### config.mk
export PLATFORM = sky130hd
export DESIGN_NAME = rtcp_feedback_parser_flat
export DESIGN_NICKNAME = d
export VERILOG_FILES = /design/src/rtl/rfp_pkg.sv /design/src/rtl/rfp_in_if.sv /design/src/rtl/rfp_out_if.sv /design/src/rtl/rfp_cfg_regs.sv /design/src/rtl/rfp_parser.sv /design/src/rtl/rfp_out_fifo.sv /design/src/rtl/rtcp_feedback_parser.sv /design/src/flat_wrapper.sv
export SDC_FILE = /design/constraint.sdc
export NUM_CORES = 2
export LEC_CHECK = 0
export BUFFER_PORTS_ARGS = -buffer_cell sky130_fd_sc_hd__buf_2
export CAP_MARGIN = 25
export CORE_UTILIZATION = 45
export DETAILED_ROUTE_END_ITERATION = 6
export GPL_TIMING_DRIVEN = 0
export PLACE_DENSITY_LB_ADDON = 0.12
export SYNTH_ARGS = -nofsm -noshare
export SYNTH_HDL_FRONTEND = slang
export SYNTH_HIERARCHICAL = 1
export SYNTH_SLANG_ARGS = --single-unit
### constraint.sdc
create_clock -name clk_i -period 22.2 [get_ports clk_i]
set_clock_uncertainty 0.05 [all_clocks]
set_input_delay 4.44 -clock clk_i [delete_from_list [all_inputs] [get_ports clk_i]]
set_output_delay 4.44 -clock clk_i [all_outputs]
set_load 0.005 [all_outputs]
### src/rtl/rfp_pkg.sv
// ----------------------------------------------------------------------------
// RTCP feedback parser package
// Shared types, codes and the header check used by the parser modules.
// ----------------------------------------------------------------------------
package rfp_pkg;

  // Packet kinds
  localparam logic [1:0] KIND_PLI  = 2'd0;
  localparam logic [1:0] KIND_FIR  = 2'd1;
  localparam logic [1:0] KIND_SLI  = 2'd2;
  localparam logic [1:0] KIND_NACK = 2'd3;

  // Status codes
  localparam logic [3:0] ST_OK          = 4'd0;
  localparam logic [3:0] ST_SHORT_HDR   = 4'd1;
  localparam logic [3:0] ST_VERSION     = 4'd2;
  localparam logic [3:0] ST_PADDING     = 4'd3;
  localparam logic [3:0] ST_TYPE        = 4'd4;
  localparam logic [3:0] ST_FORMAT      = 4'd5;
  localparam logic [3:0] ST_SHORT_LEN   = 4'd6;
  localparam logic [3:0] ST_TRUNCATED   = 4'd7;
  localparam logic [3:0] ST_FCI_SMALL   = 4'd8;
  localparam logic [3:0] ST_MISALIGNED  = 4'd9;
  localparam logic [3:0] ST_PLI_LEN     = 4'd10;

  // Configuration register indexes and reset values
  localparam logic       CFG_IDX_PSFB  = 1'b0;
  localparam logic       CFG_IDX_RTPFB = 1'b1;
  localparam logic [7:0] PSFB_RESET    = 8'd206;
  localparam logic [7:0] RTPFB_RESET   = 8'd205;

  // Header field values
  localparam logic [1:0] RTCP_VERSION = 2'd2;
  localparam logic [4:0] FMT_PLI      = 5'd1;
  localparam logic [4:0] FMT_FIR      = 5'd4;
  localparam logic [4:0] FMT_SLI      = 5'd2;
  localparam logic [4:0] FMT_NACK     = 5'd1;

  // Byte position counter
  localparam int unsigned POS_W   = 19;
  localparam logic [POS_W-1:0] POS_MAX = {POS_W{1'b1}};

  // Result queue
  localparam int unsigned QDEPTH = 4;
  localparam int unsigned QPTR_W = $clog2(QDEPTH);
  localparam int unsigned QCNT_W = $clog2(QDEPTH + 1);

  typedef struct packed {
    logic [7:0] psfb_type;
    logic [7:0] rtpfb_type;
  } cfg_t;

  typedef struct packed {
    logic [7:0] data_byte;
    logic [1:0] expected_kind;
    logic       end_of_buffer;
  } in_item_t;

  typedef struct packed {
    logic        is_status;
    logic [1:0]  packet_kind;
    logic [31:0] sender_id;
    logic [31:0] media_id;
    logic [31:0] entry_word_a;
    logic [15:0] entry_word_b;
    logic [31:0] picture_word;
    logic [3:0]  status_code;
    logic        last;
  } out_item_t;

  // Results of one byte, in order; count is 0, 1 or 2
  typedef struct packed {
    logic [1:0] count;
    out_item_t  first;
    out_item_t  second;
  } push_t;

  // Header check without truncation
  function automatic logic [3:0] header_code(input logic [1:0]  kind,
                                             input logic [7:0]  first_byte,
                                             input logic [7:0]  pt_byte,
                                             input logic [15:0] len_words,
                                             input cfg_t        cfg);
    logic [7:0] exp_pt;
    logic [4:0] exp_fmt;
    logic       wide_entry;
    logic [3:0] code;
    exp_pt     = (kind == KIND_NACK) ? cfg.rtpfb_type : cfg.psfb_type;
    wide_entry = (kind == KIND_FIR) || (kind == KIND_SLI);
    unique case (kind)
      KIND_PLI: exp_fmt = FMT_PLI;
      KIND_FIR: exp_fmt = FMT_FIR;
      KIND_SLI: exp_fmt = FMT_SLI;
      default:  exp_fmt = FMT_NACK;
    endcase
    // FCI bytes are (len_words - 2) * 4
    if (first_byte[7:6] != RTCP_VERSION)                  code = ST_VERSION;
    else if (first_byte[5])                               code = ST_PADDING;
    else if (pt_byte != exp_pt)                           code = ST_TYPE;
    else if (first_byte[4:0] != exp_fmt)                  code = ST_FORMAT;
    else if (len_words < 16'd2)                           code = ST_SHORT_LEN;
    else if ((wide_entry && len_words < 16'd4) ||
             (kind == KIND_NACK && len_words < 16'd3))    code = ST_FCI_SMALL;
    else if (wide_entry && len_words[0])                  code = ST_MISALIGNED;
    else if (kind == KIND_PLI && len_words != 16'd2)      code = ST_PLI_LEN;
    else                                                  code = ST_OK;
    return code;
  endfunction

endpackage

### src/rtl/rfp_in_if.sv
// ----------------------------------------------------------------------------
// RTCP feedback parser input channel
// Valid/ready channel carrying one buffer byte per request.
// ----------------------------------------------------------------------------
interface rfp_in_if;
  logic       valid;
  logic       ready;
  logic [7:0] data_byte;
  logic [1:0] expected_kind;
  logic       end_of_buffer;

  modport source (output valid, output data_byte, output expected_kind,
                  output end_of_buffer, input ready);
  modport sink   (input valid, input data_byte, input expected_kind,
                  input end_of_buffer, output ready);
endinterface

### src/rtl/rfp_out_if.sv
// ----------------------------------------------------------------------------
// RTCP feedback parser result channel
// Valid/ready channel carrying decoded entries and buffer status.
// ----------------------------------------------------------------------------
interface rfp_out_if;
  logic        valid;
  logic        ready;
  logic        is_status;
  logic [1:0]  packet_kind;
  logic [31:0] sender_id;
  logic [31:0] media_id;
  logic [31:0] entry_word_a;
  logic [15:0] entry_word_b;
  logic [31:0] picture_word;
  logic [3:0]  status_code;
  logic        last;

  modport source (output valid, output is_status, output packet_kind,
                  output sender_id, output media_id, output entry_word_a,
                  output entry_word_b, output picture_word, output status_code,
                  output last, input ready);
  modport sink   (input valid, input is_status, input packet_kind,
                  input sender_id, input media_id, input entry_word_a,
                  input entry_word_b, input picture_word, input status_code,
                  input last, output ready);
endinterface

### src/rtl/rfp_cfg_regs.sv
// ----------------------------------------------------------------------------
// RTCP feedback parser configuration registers
// Expected payload types for PSFB and RTPFB packets.
// ----------------------------------------------------------------------------
module rfp_cfg_regs
  import rfp_pkg::*;
(
  input  logic       clk_i,
  input  logic       rst_ni,
  input  logic       cfg_we_i,
  input  logic       cfg_idx_i,
  input  logic [7:0] cfg_wdata_i,
  output cfg_t       cfg_o
);

  cfg_t cfg_q;

  // Register writes
  always_ff @(posedge clk_i or negedge rst_ni) begin
    if (!rst_ni) begin
      cfg_q.psfb_type  <= PSFB_RESET;
      cfg_q.rtpfb_type <= RTPFB_RESET;
    end else if (cfg_we_i) begin
      unique case (cfg_idx_i)
        CFG_IDX_PSFB:  cfg_q.psfb_type  <= cfg_wdata_i;
        CFG_IDX_RTPFB: cfg_q.rtpfb_type <= cfg_wdata_i;
        default: ;
      endcase
    end
  end

  assign cfg_o = cfg_q;

endmodule

### src/rtl/rfp_parser.sv
// ----------------------------------------------------------------------------
// RTCP feedback parser byte stage
// Holds the header and entry state and forms the results of each byte.
// ----------------------------------------------------------------------------
module rfp_parser
  import rfp_pkg::*;
(
  input  logic     clk_i,
  input  logic     rst_ni,
  input  logic     accept_i,
  input  in_item_t item_i,
  input  cfg_t     cfg_i,
  output push_t    push_o
);

  logic [POS_W-1:0] pos_q, pos_d;
  logic [1:0]       kind_q, kind_d;
  logic [7:0]       first_q, first_d;
  logic [7:0]       pt_q, pt_d;
  logic [15:0]      len_q, len_d;
  logic [31:0]      sender_q, sender_d;
  logic [31:0]      media_q, media_d;
  logic [63:0]      shift_q, shift_d;

  logic [7:0]       b;
  logic             eob;
  logic [16:0]      words_cur, words_nxt;
  logic [POS_W-1:0] total_cur, total_nxt;
  logic [POS_W:0]   size;
  logic [3:0]       hdr_cur, hdr_nxt, code;
  logic             in_fci, emit_entry, trunc;
  logic [63:0]      shift_new;
  out_item_t        entry_item, status_item;

  assign b   = item_i.data_byte;
  assign eob = item_i.end_of_buffer;

  // Declared packet size in bytes, before and after this byte
  assign words_cur = {1'b0, len_q} + 17'd1;
  assign words_nxt = {1'b0, len_d} + 17'd1;
  assign total_cur = {words_cur, 2'b00};
  assign total_nxt = {words_nxt, 2'b00};
  assign size      = {1'b0, pos_q} + {{POS_W{1'b0}}, 1'b1};

  assign hdr_cur = header_code(kind_q, first_q, pt_q, len_q, cfg_i);
  assign hdr_nxt = header_code(kind_d, first_d, pt_d, len_d, cfg_i);

  // Header capture
  always_comb begin
    kind_d   = kind_q;
    first_d  = first_q;
    pt_d     = pt_q;
    len_d    = len_q;
    sender_d = sender_q;
    media_d  = media_q;
    if (pos_q == '0) begin
      kind_d  = item_i.expected_kind;
      first_d = b;
    end else if (pos_q == POS_W'(1)) begin
      pt_d = b;
    end else if (pos_q == POS_W'(2)) begin
      len_d = {b, 8'h00};
    end else if (pos_q == POS_W'(3)) begin
      len_d = {len_q[15:8], b};
    end else if (pos_q < POS_W'(8)) begin
      sender_d = {sender_q[23:0], b};
    end else if (pos_q < POS_W'(12)) begin
      media_d = {media_q[23:0], b};
    end
  end

  // FCI bytes: entries end every 4 (NACK) or 8 (FIR, SLI) bytes from byte 12
  assign in_fci     = (pos_q >= POS_W'(12)) && (pos_q < total_cur) && (hdr_cur == ST_OK);
  assign shift_new  = {shift_q[55:0], b};
  assign emit_entry = in_fci && (kind_q != KIND_PLI) &&
                      ((kind_q == KIND_NACK) ? (pos_q[1:0] == 2'b11)
                                             : (pos_q[2:0] == 3'b011));

  always_comb begin
    shift_d = shift_q;
    if (eob || pos_q == '0) begin
      shift_d = '0;
    end else if (in_fci) begin
      shift_d = shift_new;
    end
  end

  // Entry result
  always_comb begin
    entry_item              = '0;
    entry_item.packet_kind  = kind_q;
    entry_item.sender_id    = sender_q;
    entry_item.media_id     = (kind_q == KIND_FIR) ? 32'd0 : media_q;
    unique case (kind_q)
      KIND_FIR: begin
        entry_item.entry_word_a = shift_new[63:32];
        entry_item.entry_word_b = {8'h00, shift_new[23:16]};
      end
      KIND_SLI: begin
        entry_item.entry_word_a = {16'h0000, shift_new[63:48]};
        entry_item.entry_word_b = shift_new[47:32];
        entry_item.picture_word = shift_new[31:0];
      end
      default: begin
        entry_item.entry_word_a = {16'h0000, shift_new[31:16]};
        entry_item.entry_word_b = shift_new[15:0];
      end
    endcase
  end

  // Status: short buffer, then header faults, then truncation, then FCI faults
  assign trunc = size < {1'b0, total_nxt};

  always_comb begin
    if (pos_q < POS_W'(3)) begin
      code = ST_SHORT_HDR;
    end else if (hdr_nxt >= ST_VERSION && hdr_nxt <= ST_SHORT_LEN) begin
      code = hdr_nxt;
    end else if (trunc) begin
      code = ST_TRUNCATED;
    end else begin
      code = hdr_nxt;
    end
  end

  always_comb begin
    status_item             = '0;
    status_item.is_status   = 1'b1;
    status_item.last        = 1'b1;
    status_item.packet_kind = kind_d;
    status_item.status_code = code;
    if (code == ST_OK) begin
      status_item.sender_id = sender_d;
      status_item.media_id  = (kind_d == KIND_FIR) ? 32'd0 : media_d;
    end
  end

  // Results to the queue, in order
  always_comb begin
    push_o        = '0;
    push_o.second = status_item;
    push_o.first  = emit_entry ? entry_item : status_item;
    if (accept_i) begin
      push_o.count = {1'b0, emit_entry} + {1'b0, eob};
    end
  end

  assign pos_d = eob ? '0 : ((pos_q != POS_MAX) ? pos_q + POS_W'(1) : POS_MAX);

  // State update on each accepted byte
  always_ff @(posedge clk_i or negedge rst_ni) begin
    if (!rst_ni) begin
      pos_q    <= '0;
      kind_q   <= '0;
      first_q  <= '0;
      pt_q     <= '0;
      len_q    <= '0;
      sender_q <= '0;
      media_q  <= '0;
      shift_q  <= '0;
    end else if (accept_i) begin
      pos_q    <= pos_d;
      kind_q   <= kind_d;
      first_q  <= first_d;
      pt_q     <= pt_d;
      len_q    <= len_d;
      sender_q <= sender_d;
      media_q  <= media_d;
      shift_q  <= shift_d;
    end
  end

endmodule

### src/rtl/rfp_out_fifo.sv
// ----------------------------------------------------------------------------
// RTCP feedback parser result queue
// Four-entry queue taking up to two results a cycle and giving one.
// ----------------------------------------------------------------------------
module rfp_out_fifo
  import rfp_pkg::*;
(
  input  logic      clk_i,
  input  logic      rst_ni,
  input  push_t     push_i,
  input  logic      pop_i,
  output logic      space_o,
  output logic      valid_o,
  output out_item_t head_o
);

  out_item_t         mem_q [QDEPTH];
  logic [QPTR_W-1:0] wr_ptr_q, rd_ptr_q;
  logic [QCNT_W-1:0] count_q;
  logic              pop;

  assign pop     = pop_i && (count_q != '0);
  assign valid_o = count_q != '0;
  assign head_o  = mem_q[rd_ptr_q];
  // room for the two results a byte may bring
  assign space_o = count_q <= QCNT_W'(QDEPTH - 2);

  // Storage
  always_ff @(posedge clk_i) begin
    if (push_i.count != 2'd0) begin
      mem_q[wr_ptr_q] <= push_i.first;
    end
    if (push_i.count == 2'd2) begin
      mem_q[wr_ptr_q + QPTR_W'(1)] <= push_i.second;
    end
  end

  // Pointers and fill count
  always_ff @(posedge clk_i or negedge rst_ni) begin
    if (!rst_ni) begin
      wr_ptr_q <= '0;
      rd_ptr_q <= '0;
      count_q  <= '0;
    end else begin
      wr_ptr_q <= wr_ptr_q + QPTR_W'(push_i.count);
      rd_ptr_q <= rd_ptr_q + QPTR_W'(pop);
      count_q  <= count_q + QCNT_W'(push_i.count) - QCNT_W'(pop);
    end
  end

`ifndef ASSERT_OFF
  a_count_range: assert property (@(posedge clk_i) disable iff (!rst_ni)
    count_q <= QCNT_W'(QDEPTH))
    else $error("result queue over-filled");

  a_push_room: assert property (@(posedge clk_i) disable iff (!rst_ni)
    (push_i.count != 2'd0) |-> (count_q <= QCNT_W'(QDEPTH - 2)))
    else $error("results pushed without room");

  a_pair_fill: assert property (@(posedge clk_i) disable iff (!rst_ni)
    (push_i.count == 2'd2 && !pop) |=> (count_q == $past(count_q) + QCNT_W'(2)))
    else $error("entry and status pair not both queued");

  a_pair_order: assert property (@(posedge clk_i) disable iff (!rst_ni)
    (push_i.count == 2'd2) |-> (!push_i.first.is_status && push_i.second.is_status))
    else $error("status queued ahead of its entry");
`endif

endmodule

### src/rtl/rtcp_feedback_parser.sv
// ----------------------------------------------------------------------------
// RTCP feedback parser
// Parses PLI, FIR, SLI and generic NACK feedback packets a byte at a time.
// ----------------------------------------------------------------------------
// One buffer byte is taken per cycle, with no stall of its own: each byte
// updates the header and entry registers in the cycle it is accepted, and its
// results (a decoded entry, the buffer status, or both on the final byte)
// enter a four-entry result queue, from which they are offered in order. The
// input stalls only while the queue holds more than two results, so a
// consumer that takes one result per cycle sees a sustained rate of one byte
// per cycle. Entries appear as their last byte arrives once the header is
// valid; the status result, flagged last, closes every buffer, and entries of
// a buffer whose status is not ok should be discarded.
module rtcp_feedback_parser
  import rfp_pkg::*;
(
  input  logic       clk_i,
  input  logic       rst_ni,
  input  logic       cfg_we_i,
  input  logic       cfg_idx_i,
  input  logic [7:0] cfg_wdata_i,
  rfp_in_if.sink     in_ch,
  rfp_out_if.source  out_ch
);

  cfg_t      cfg;
  in_item_t  item;
  push_t     push;
  out_item_t head;
  logic      accept;
  logic      space;

  assign accept             = in_ch.valid && in_ch.ready;
  assign item.data_byte     = in_ch.data_byte;
  assign item.expected_kind = in_ch.expected_kind;
  assign item.end_of_buffer = in_ch.end_of_buffer;
  assign in_ch.ready        = space;

  rfp_cfg_regs u_cfg (
    .clk_i       (clk_i),
    .rst_ni      (rst_ni),
    .cfg_we_i    (cfg_we_i),
    .cfg_idx_i   (cfg_idx_i),
    .cfg_wdata_i (cfg_wdata_i),
    .cfg_o       (cfg)
  );

  rfp_parser u_parser (
    .clk_i    (clk_i),
    .rst_ni   (rst_ni),
    .accept_i (accept),
    .item_i   (item),
    .cfg_i    (cfg),
    .push_o   (push)
  );

  rfp_out_fifo u_queue (
    .clk_i   (clk_i),
    .rst_ni  (rst_ni),
    .push_i  (push),
    .pop_i   (out_ch.ready),
    .space_o (space),
    .valid_o (out_ch.valid),
    .head_o  (head)
  );

  // Result fields
  assign out_ch.is_status    = head.is_status;
  assign out_ch.packet_kind  = head.packet_kind;
  assign out_ch.sender_id    = head.sender_id;
  assign out_ch.media_id     = head.media_id;
  assign out_ch.entry_word_a = head.entry_word_a;
  assign out_ch.entry_word_b = head.entry_word_b;
  assign out_ch.picture_word = head.picture_word;
  assign out_ch.status_code  = head.status_code;
  assign out_ch.last         = head.last;

endmodule

### src/flat_wrapper.sv
// flat-port wrapper written by rule: the top's interface ports become plain ports
module rtcp_feedback_parser_flat import rfp_pkg::*;
  (clk_i, rst_ni, cfg_we_i, cfg_idx_i, cfg_wdata_i, in_ch_valid, in_ch_data_byte, in_ch_expected_kind, in_ch_end_of_buffer, in_ch_ready, out_ch_valid, out_ch_is_status, out_ch_packet_kind, out_ch_sender_id, out_ch_media_id, out_ch_entry_word_a, out_ch_entry_word_b, out_ch_picture_word, out_ch_status_code, out_ch_last, out_ch_ready);
  rfp_in_if in_ch_i ();
  rfp_out_if out_ch_i ();
  input  logic clk_i;
  input  logic rst_ni;
  input  logic cfg_we_i;
  input  logic cfg_idx_i;
  input  logic [7:0] cfg_wdata_i;
  input wire logic [$bits(in_ch_i.valid)-1:0] in_ch_valid;
  input wire logic [$bits(in_ch_i.data_byte)-1:0] in_ch_data_byte;
  input wire logic [$bits(in_ch_i.expected_kind)-1:0] in_ch_expected_kind;
  input wire logic [$bits(in_ch_i.end_of_buffer)-1:0] in_ch_end_of_buffer;
  output wire logic [$bits(in_ch_i.ready)-1:0] in_ch_ready;
  output wire logic [$bits(out_ch_i.valid)-1:0] out_ch_valid;
  output wire logic [$bits(out_ch_i.is_status)-1:0] out_ch_is_status;
  output wire logic [$bits(out_ch_i.packet_kind)-1:0] out_ch_packet_kind;
  output wire logic [$bits(out_ch_i.sender_id)-1:0] out_ch_sender_id;
  output wire logic [$bits(out_ch_i.media_id)-1:0] out_ch_media_id;
  output wire logic [$bits(out_ch_i.entry_word_a)-1:0] out_ch_entry_word_a;
  output wire logic [$bits(out_ch_i.entry_word_b)-1:0] out_ch_entry_word_b;
  output wire logic [$bits(out_ch_i.picture_word)-1:0] out_ch_picture_word;
  output wire logic [$bits(out_ch_i.status_code)-1:0] out_ch_status_code;
  output wire logic [$bits(out_ch_i.last)-1:0] out_ch_last;
  input wire logic [$bits(out_ch_i.ready)-1:0] out_ch_ready;
  assign in_ch_i.valid = in_ch_valid;
  assign in_ch_i.data_byte = in_ch_data_byte;
  assign in_ch_i.expected_kind = in_ch_expected_kind;
  assign in_ch_i.end_of_buffer = in_ch_end_of_buffer;
  assign in_ch_ready = in_ch_i.ready;
  assign out_ch_valid = out_ch_i.valid;
  assign out_ch_is_status = out_ch_i.is_status;
  assign out_ch_packet_kind = out_ch_i.packet_kind;
  assign out_ch_sender_id = out_ch_i.sender_id;
  assign out_ch_media_id = out_ch_i.media_id;
  assign out_ch_entry_word_a = out_ch_i.entry_word_a;
  assign out_ch_entry_word_b = out_ch_i.entry_word_b;
  assign out_ch_picture_word = out_ch_i.picture_word;
  assign out_ch_status_code = out_ch_i.status_code;
  assign out_ch_last = out_ch_i.last;
  assign out_ch_i.ready = out_ch_ready;
  rtcp_feedback_parser u_core (.clk_i(clk_i), .rst_ni(rst_ni), .cfg_we_i(cfg_we_i), .cfg_idx_i(cfg_idx_i), .cfg_wdata_i(cfg_wdata_i), .in_ch(in_ch_i), .out_ch(out_ch_i));
endmodule
After elaboration in Yosys (flattened, before gate mapping)
Memory sizes are Yosys's and may differ from the RTL's.
Index checks and enable logic that the tools add are counted.
{"block": "totals", "ff_bits": 196, "mem_bits_rw": 608, "inputBits": 25, "output_inout_bits": 154, "word_cells": 151, "mem_count": 1}
{"block": "classes", "n_addsub": 10, "n_lt_le_gt_ge": 15, "n_eq_ne": 21, "mux": 58, "n_bitwise": 1, "n_reduce_logical": 32}
{"memory": "u_core.u_queue.mem_q", "depth": 4, "width": 152, "read_ports": 1, "rd_ports_with_merged_regs": 0, "wr": 2, "line": "rfp_out_fifo.sv:17", "text": "out_item_t mem_q [QDEPTH];"}
{"op": "32-bit 2-to-1 mux", "count": 14}
{"op": "152-bit 2-to-1 mux", "count": 1}
{"op": "56-bit 2-to-1 mux", "count": 2}
{"op": "48-bit case mux with 2 select lines", "count": 1}
{"op": "4-bit 2-to-1 mux", "count": 19}
{"op": "16-bit by 2-bit less-than comparator with 1-bit output (second input constant)", "count": 4}
{"op": "64-bit 2-to-1 mux", "count": 1}
{"op": "16-bit 2-to-1 mux", "count": 3}
{"op": "8-bit 2-to-1 mux", "count": 6}
{"op": "19-bit by 2-bit == test with 1-bit output (second input constant)", "count": 2}
{"op": "19-bit by 4-bit less-than comparator with 1-bit output (second input constant)", "count": 2}
{"op": "19-bit 2-to-1 mux", "count": 2}
{"op": "16-bit by 1-bit adder with 17-bit output (second input constant)", "count": 2}
{"op": "16-bit by 3-bit less-than comparator with 1-bit output (second input constant)", "count": 2}
{"op": "16-bit by 2-bit != test with 1-bit output (second input constant)", "count": 2}
{"op": "19-bit by 1-bit adder with 20-bit output (second input constant)", "count": 1}
{"op": "20-bit by 19-bit less-than comparator with 1-bit output", "count": 1}
{"op": "19-bit by 1-bit adder with 19-bit output (second input constant)", "count": 1}
{"op": "19-bit by 1-bit == test with 1-bit output (second input constant)", "count": 1}
{"op": "19-bit by 4-bit greater-or-equal comparator with 1-bit output (second input constant)", "count": 1}
{"op": "19-bit logical NOT", "count": 1}
{"op": "19-bit less-than comparator", "count": 1}
{"op": "19-bit by 2-bit less-than comparator with 1-bit output (second input constant)", "count": 1}
{"op": "19-bit != test (second input constant)", "count": 1}
{"op": "26 further kinds", "count": 65}

Longest topological paths before layout
{"block": "logic_depth", "depth_word": 22, "ltp_mapped": 26, "mapped_depth_nobuf": 23}

Hierarchy
Netlist, hierarchy kept.
{"mod": "rfp_out_fifo", "instances": 1, "cells_each": 1511, "area_each_um2": 30282.8, "seq_area_each_um2": 18432.7}
{"mod": "rfp_parser", "instances": 1, "cells_each": 1468, "area_each_um2": 13367.8, "seq_area_each_um2": 4329.2}
{"mod": "rfp_cfg_regs", "instances": 1, "cells_each": 35, "area_each_um2": 654.4, "seq_area_each_um2": 412.9}
{"mod": "rtcp_feedback_parser", "instances": 1, "cells_each": 1, "area_each_um2": 6.3, "seq_area_each_um2": 0.0}

Least setup slack after synthesis
Ideal clock, no wire load.
{"block": "synth_path", "path_kind": "input-to-reg", "start": "in in_ch_valid", "end": "mem u_core/u_queue/mem_q[0][0] (netlist name), enable pin", "setup_time_ns": 0.873, "t_arrival_ns": 16.401, "required_ns": 21.277, "setup_slack_ns": 4.876, "stages": 7, "n_path_buf": 3, "path_cell_list": "and2_1 clkbuf_1 clkbuf_1 clkbuf_1 and2_1 o21bai_1 o21ai_0"}
{"element": "start, declared", "line": "flat_wrapper.sv:11", "text": "input wire logic [$bits(in_ch_i.valid)-1:0] in_ch_valid;"}
{"element": "end, declared", "line": "rfp_out_fifo.sv:17"}

==> metrics.yaml <==
critPathCapture: "u_core/u_queue/mem_q[0][96]"
pwr-share-seq_pct: 36.8
dieArea_sq_um: 99700
drt-vias-per-instance: 5.85
grt_max_degree: 107
die_w_microns: 316
hold_path_class: "flip-flop to flip-flop"
cp.buffers_inverters: 3
gp_congestion: 0.896
critPathArrivalTime_ns: 11.22
grt_pass1_wl_microns: 188000
antenna_found_initial: 5
setup_slack_ns: 11.45
pwr-share-comb_pct: 32.8
synth_area_per_cell_sq_um: 14.7
crit_family: "simple AND/OR/NAND/NOR gates"
pin_count: 179
dp_slack_ns: 10.91
wl_microns: 127000
fp-row-count: 114
insertion_delay_ns: 0.67
peakVddDrop_v: 0.0000652
clock.fmax_mhz: 93.0
ys_seq_area_share_pct: 52.3
synthSimpleGateAreaFrac_pct: 5.33
drc: 0
post-cts-setup-buffers: 0
synthToLayoutAreaGrowth_pct: 15.3
swShare_pct: 33.5
synthTopCellsByArea: "edfxtp_1 (41%), mux2_2 (12%), dfrtp_1 (11%)"
synth_cell_types: 82
fp.dieH_microns: 316
ys.flop_type: "edfxtp_1"
grt_pass1_vias: 29100
clock_sinks: 804
worst_pin_slew_ns: 1.10
cts_hold_buf: 0
core_sq_um: 97100
critPathLaunch: "in_ch_data_byte[2]"
cts-buffers-inserted: 93
slowest_stage: "nor4_2"
antenna_left: 0
finalCritPeriodShare_pct: 48.4
vias: 27900
p_per_area_nw_per_um2: 99.8
holdWs_ns: 0.449
port_buffers: 172
synth-edff-count: 608
syn_inst: 3015
drt_iter0_drc: 2218
fin_crit_ns: 10.75
synth-async-reset-ratio_pct: 24.4
cts-htree-levels: 3
maxCapViolCount: 0
reg2regPathDepth: 26
cpPeakStageDelay_ns: 0.80
clkPwrFrac_pct: 30.3
p_int_w: 0.00339
dp_hpwl_microns: 88700
crit_fanout: 10
overflow: 0
cts_tree: "done"
final-setup-viol-count: 0
path_class: "input pin to flip-flop"
switching_power_w: 0.00171
synth_area_leader_cell: "edfxtp_1"
yosysWarningCount: 6
clk_path_buf_depth: 3
fin_nets: 3484
cts.clk_slew.worst_paths_ns: 0.06
synth_compound_area_share_pct: 6.20
syn-cell-area_sq_um: 44300
outcome: "completed"
synth_seq_cells: 804
r2r-end: "u_core/u_queue/mem_q[2][41]"
hold_violations: 0
ctsResizeCount: 0
start_util_pct: 45.6
placed_area_sq_um: 48000
max-slew-margin-rel_pct: 26.2
crit_required_ns: 22.67
drtPass1Iterations: 6
r2r-start: "u_core/u_parser/len_q[2]"
synth-adder-area-share_pct: 1.51
synth_top_family_by_area: "multiplexers"
endpoint_kind: "flip-flop"
synthMuxAreaShare_pct: 28.6
cts_root_buffer: "clkbuf_16"
synth_top_area_share_pct: 41.2
track_usage_pct: 25.5
final_area_sq_um: 51100
synth_xor_area_share_pct: 1.23
setup.worst_path.start_class: "input pin"
slew_violations: 0
rrSetupSlack_ns: 13.52
p_leak_nw: 20.2
cp.depth: 19
drive_gt1_share_pct: 40.0
rsz0062_at_grt: "false"
post_drt_wl_per_cell_microns: 26.7
crit_chain: "clkbuf_1, inv_1, o41ai_1, a32oi_1, o21ai_1, nand4b_1, or3_1, nor3_1, xor2_1, ha_1, o21a_1, o2111ai_1, o31ai_1, and3_1, nand4_2, nor4_2, buf_2, a22o_1, mux2_2"
## power groups by stage
stage               Sequential [W]  Clock (W)  Combinational (W)
global placement           0.00195          0            0.00163
detailed placement         0.00190          0            0.00168
CTS                        0.00187    0.00158            0.00169
floorplan                  0.00189          0            0.00106
finish                     0.00188    0.00155            0.00167
global route               0.00189    0.00163            0.00180
## cell families after synthesis
| logic type | count (synthesis) |
|---|---|
| adders and majority gates | 53 |
| other | 2 |
| buffers and inverters | 358 |
| and+or+nand+nor | 436 |
| xor gates and xnor gates | 62 |
| DFF | 804 |
| muxes | 929 |
| AOI/OAI and AO/OA | 371 |
## synth_stat cells (all sizes together) (4+ instances only)
library cell,instances
dfstp,10
nand4b,4
nor3,51
mux2,722
or2,5
nand4,20
o22ai,5
nand3,22
a21oi,96
mux4,152
inv,37
a31oi,5
xnor2,32
clkbuf,106
and3,65
a21o,12
o21a,9
ha,52
nor2,65
mux2i,55
and2,14
a31o,8
buf,215
nor4b,6
nor3b,5
edfxtp,608
nor2b,17
a211oi,32
a22oi,27
nand2,118
dfrtp,186
a22o,128
xor2,30
o31ai,10
o21ai,16
and4,11
nor4,17
nand2b,6
## worst register-to-register path, cell delays in order, from the launching register on
cell and delay (ns):
dfrtp_1 0.32, clkbuf_1 0.38, nand2_1 0.10, nor2_1 0.18
nand4_1 0.30, nor2b_1 0.25, nand2_1 0.08, xor2_1 0.17
ha_1 0.32, a21o_1 0.16, a21o_1 0.17, a2111oi_0 0.64
and4_1 0.36, nand3_1 0.60, inv_1 0.58, clkbuf_1 0.49
ha_1 0.33, and2_1 0.30, and4bb_1 0.33, buf_2 0.37
buf_6 0.31, buf_6 0.25, o21bai_4 0.42, buf_12 0.30
buf_12 0.22, buf_12 0.22, buf_16 0.20
## state kept, by name, indices dropped and copies added (netlist names)
signal and flops:
u_core/u_queue/mem_q 608, u_core/u_parser/shift_q 56, u_core/u_parser/media_q 32, u_core/u_parser/sender_q 32, u_core/u_parser/pos_q 19, u_core/u_cfg/cfg_o 16
u_core/u_parser/len_q 16, u_core/u_parser/first_q 8, u_core/u_parser/pt_q 8, u_core/u_queue/count_q 3, u_core/u_parser/kind_q 2, u_core/u_queue/rd_ptr_q 2
u_core/u_queue/wr_ptr_q 2
## layout by cell type, fill, tap and decap left out, types with 32 or more instances in the layout
cell type  Yosys  final
edfxtp_1     608    608
mux2_2       485    485
buf_2         60    231
dfrtp_1      186    186
mux2_4       157    157
mux4_2       152    152
clkbuf_1     105    129
a22o_1       128    128
nand2_1      117    117
buf_4        108    108
clkbuf_16      0     97
a21oi_1       96     96
conb_1         2     82
mux2_1        80     80
and3_1        65     65
nor2_1        65     63
mux2i_1       55     55
ha_1          52     52
nor3_1        50     50
buf_6         36     37
inv_1         37     37
xnor2_1       32     32
a211oi_1      32     32
## stage by stage
stage,utilization [%],instances,setup TNS (ns),total power [W]
floorplan,-,3095,0,0.00295
global placement,48.5,4543,-1206.63,0.00358
detailed placement,49.4,4585,0,0.00358
CTS,52.6,4760,0,0.00514
global route,52.6,4762,0,0.00533
finish,52.6,4764,0,0.00509
## final cells by class
| class | instances | area [sq um] |
|---|---|---|
| flip-flops and latches | 804 | 23200 |
| clock inverters | 46 | 458 |
| inverters | 37 | 139 |
| fillers | 8020 | 46100 |
| diodes | 2 | 5.00 |
| clock buffers | 129 | 2630 |
| well taps | 1276 | 1600 |
| multi-input cells | 1933 | 19400 |
| repair buffers | 216 | 1730 |
| plain buffers | 321 | 1970 |
## worst min-delay path by stage
stage,endpoint,cells past startpoint,start
after floorplan,u_core/u_parser/first_q[7],1,u_core/u_parser/first_q[7]
after global placement,u_core/u_parser/first_q[7],1,u_core/u_parser/first_q[7]
after detailed placement,u_core/u_parser/first_q[7],1,u_core/u_parser/first_q[7]
after CTS,u_core/u_parser/first_q[7],1,u_core/u_parser/first_q[7]
after global routing,u_core/u_parser/first_q[7],1,u_core/u_parser/first_q[7]
final,u_core/u_parser/first_q[7],1,u_core/u_parser/first_q[7]
## metal layers
layer | global-route usage [%] | wire [microns]
met4 | 7.31 | 3200
met2 | 42.8 | 62200
met3 | 3.72 | 7110
met1 | 34.4 | 54800
met5 | 0 | 0
Power figures use the tool's default switching activity.
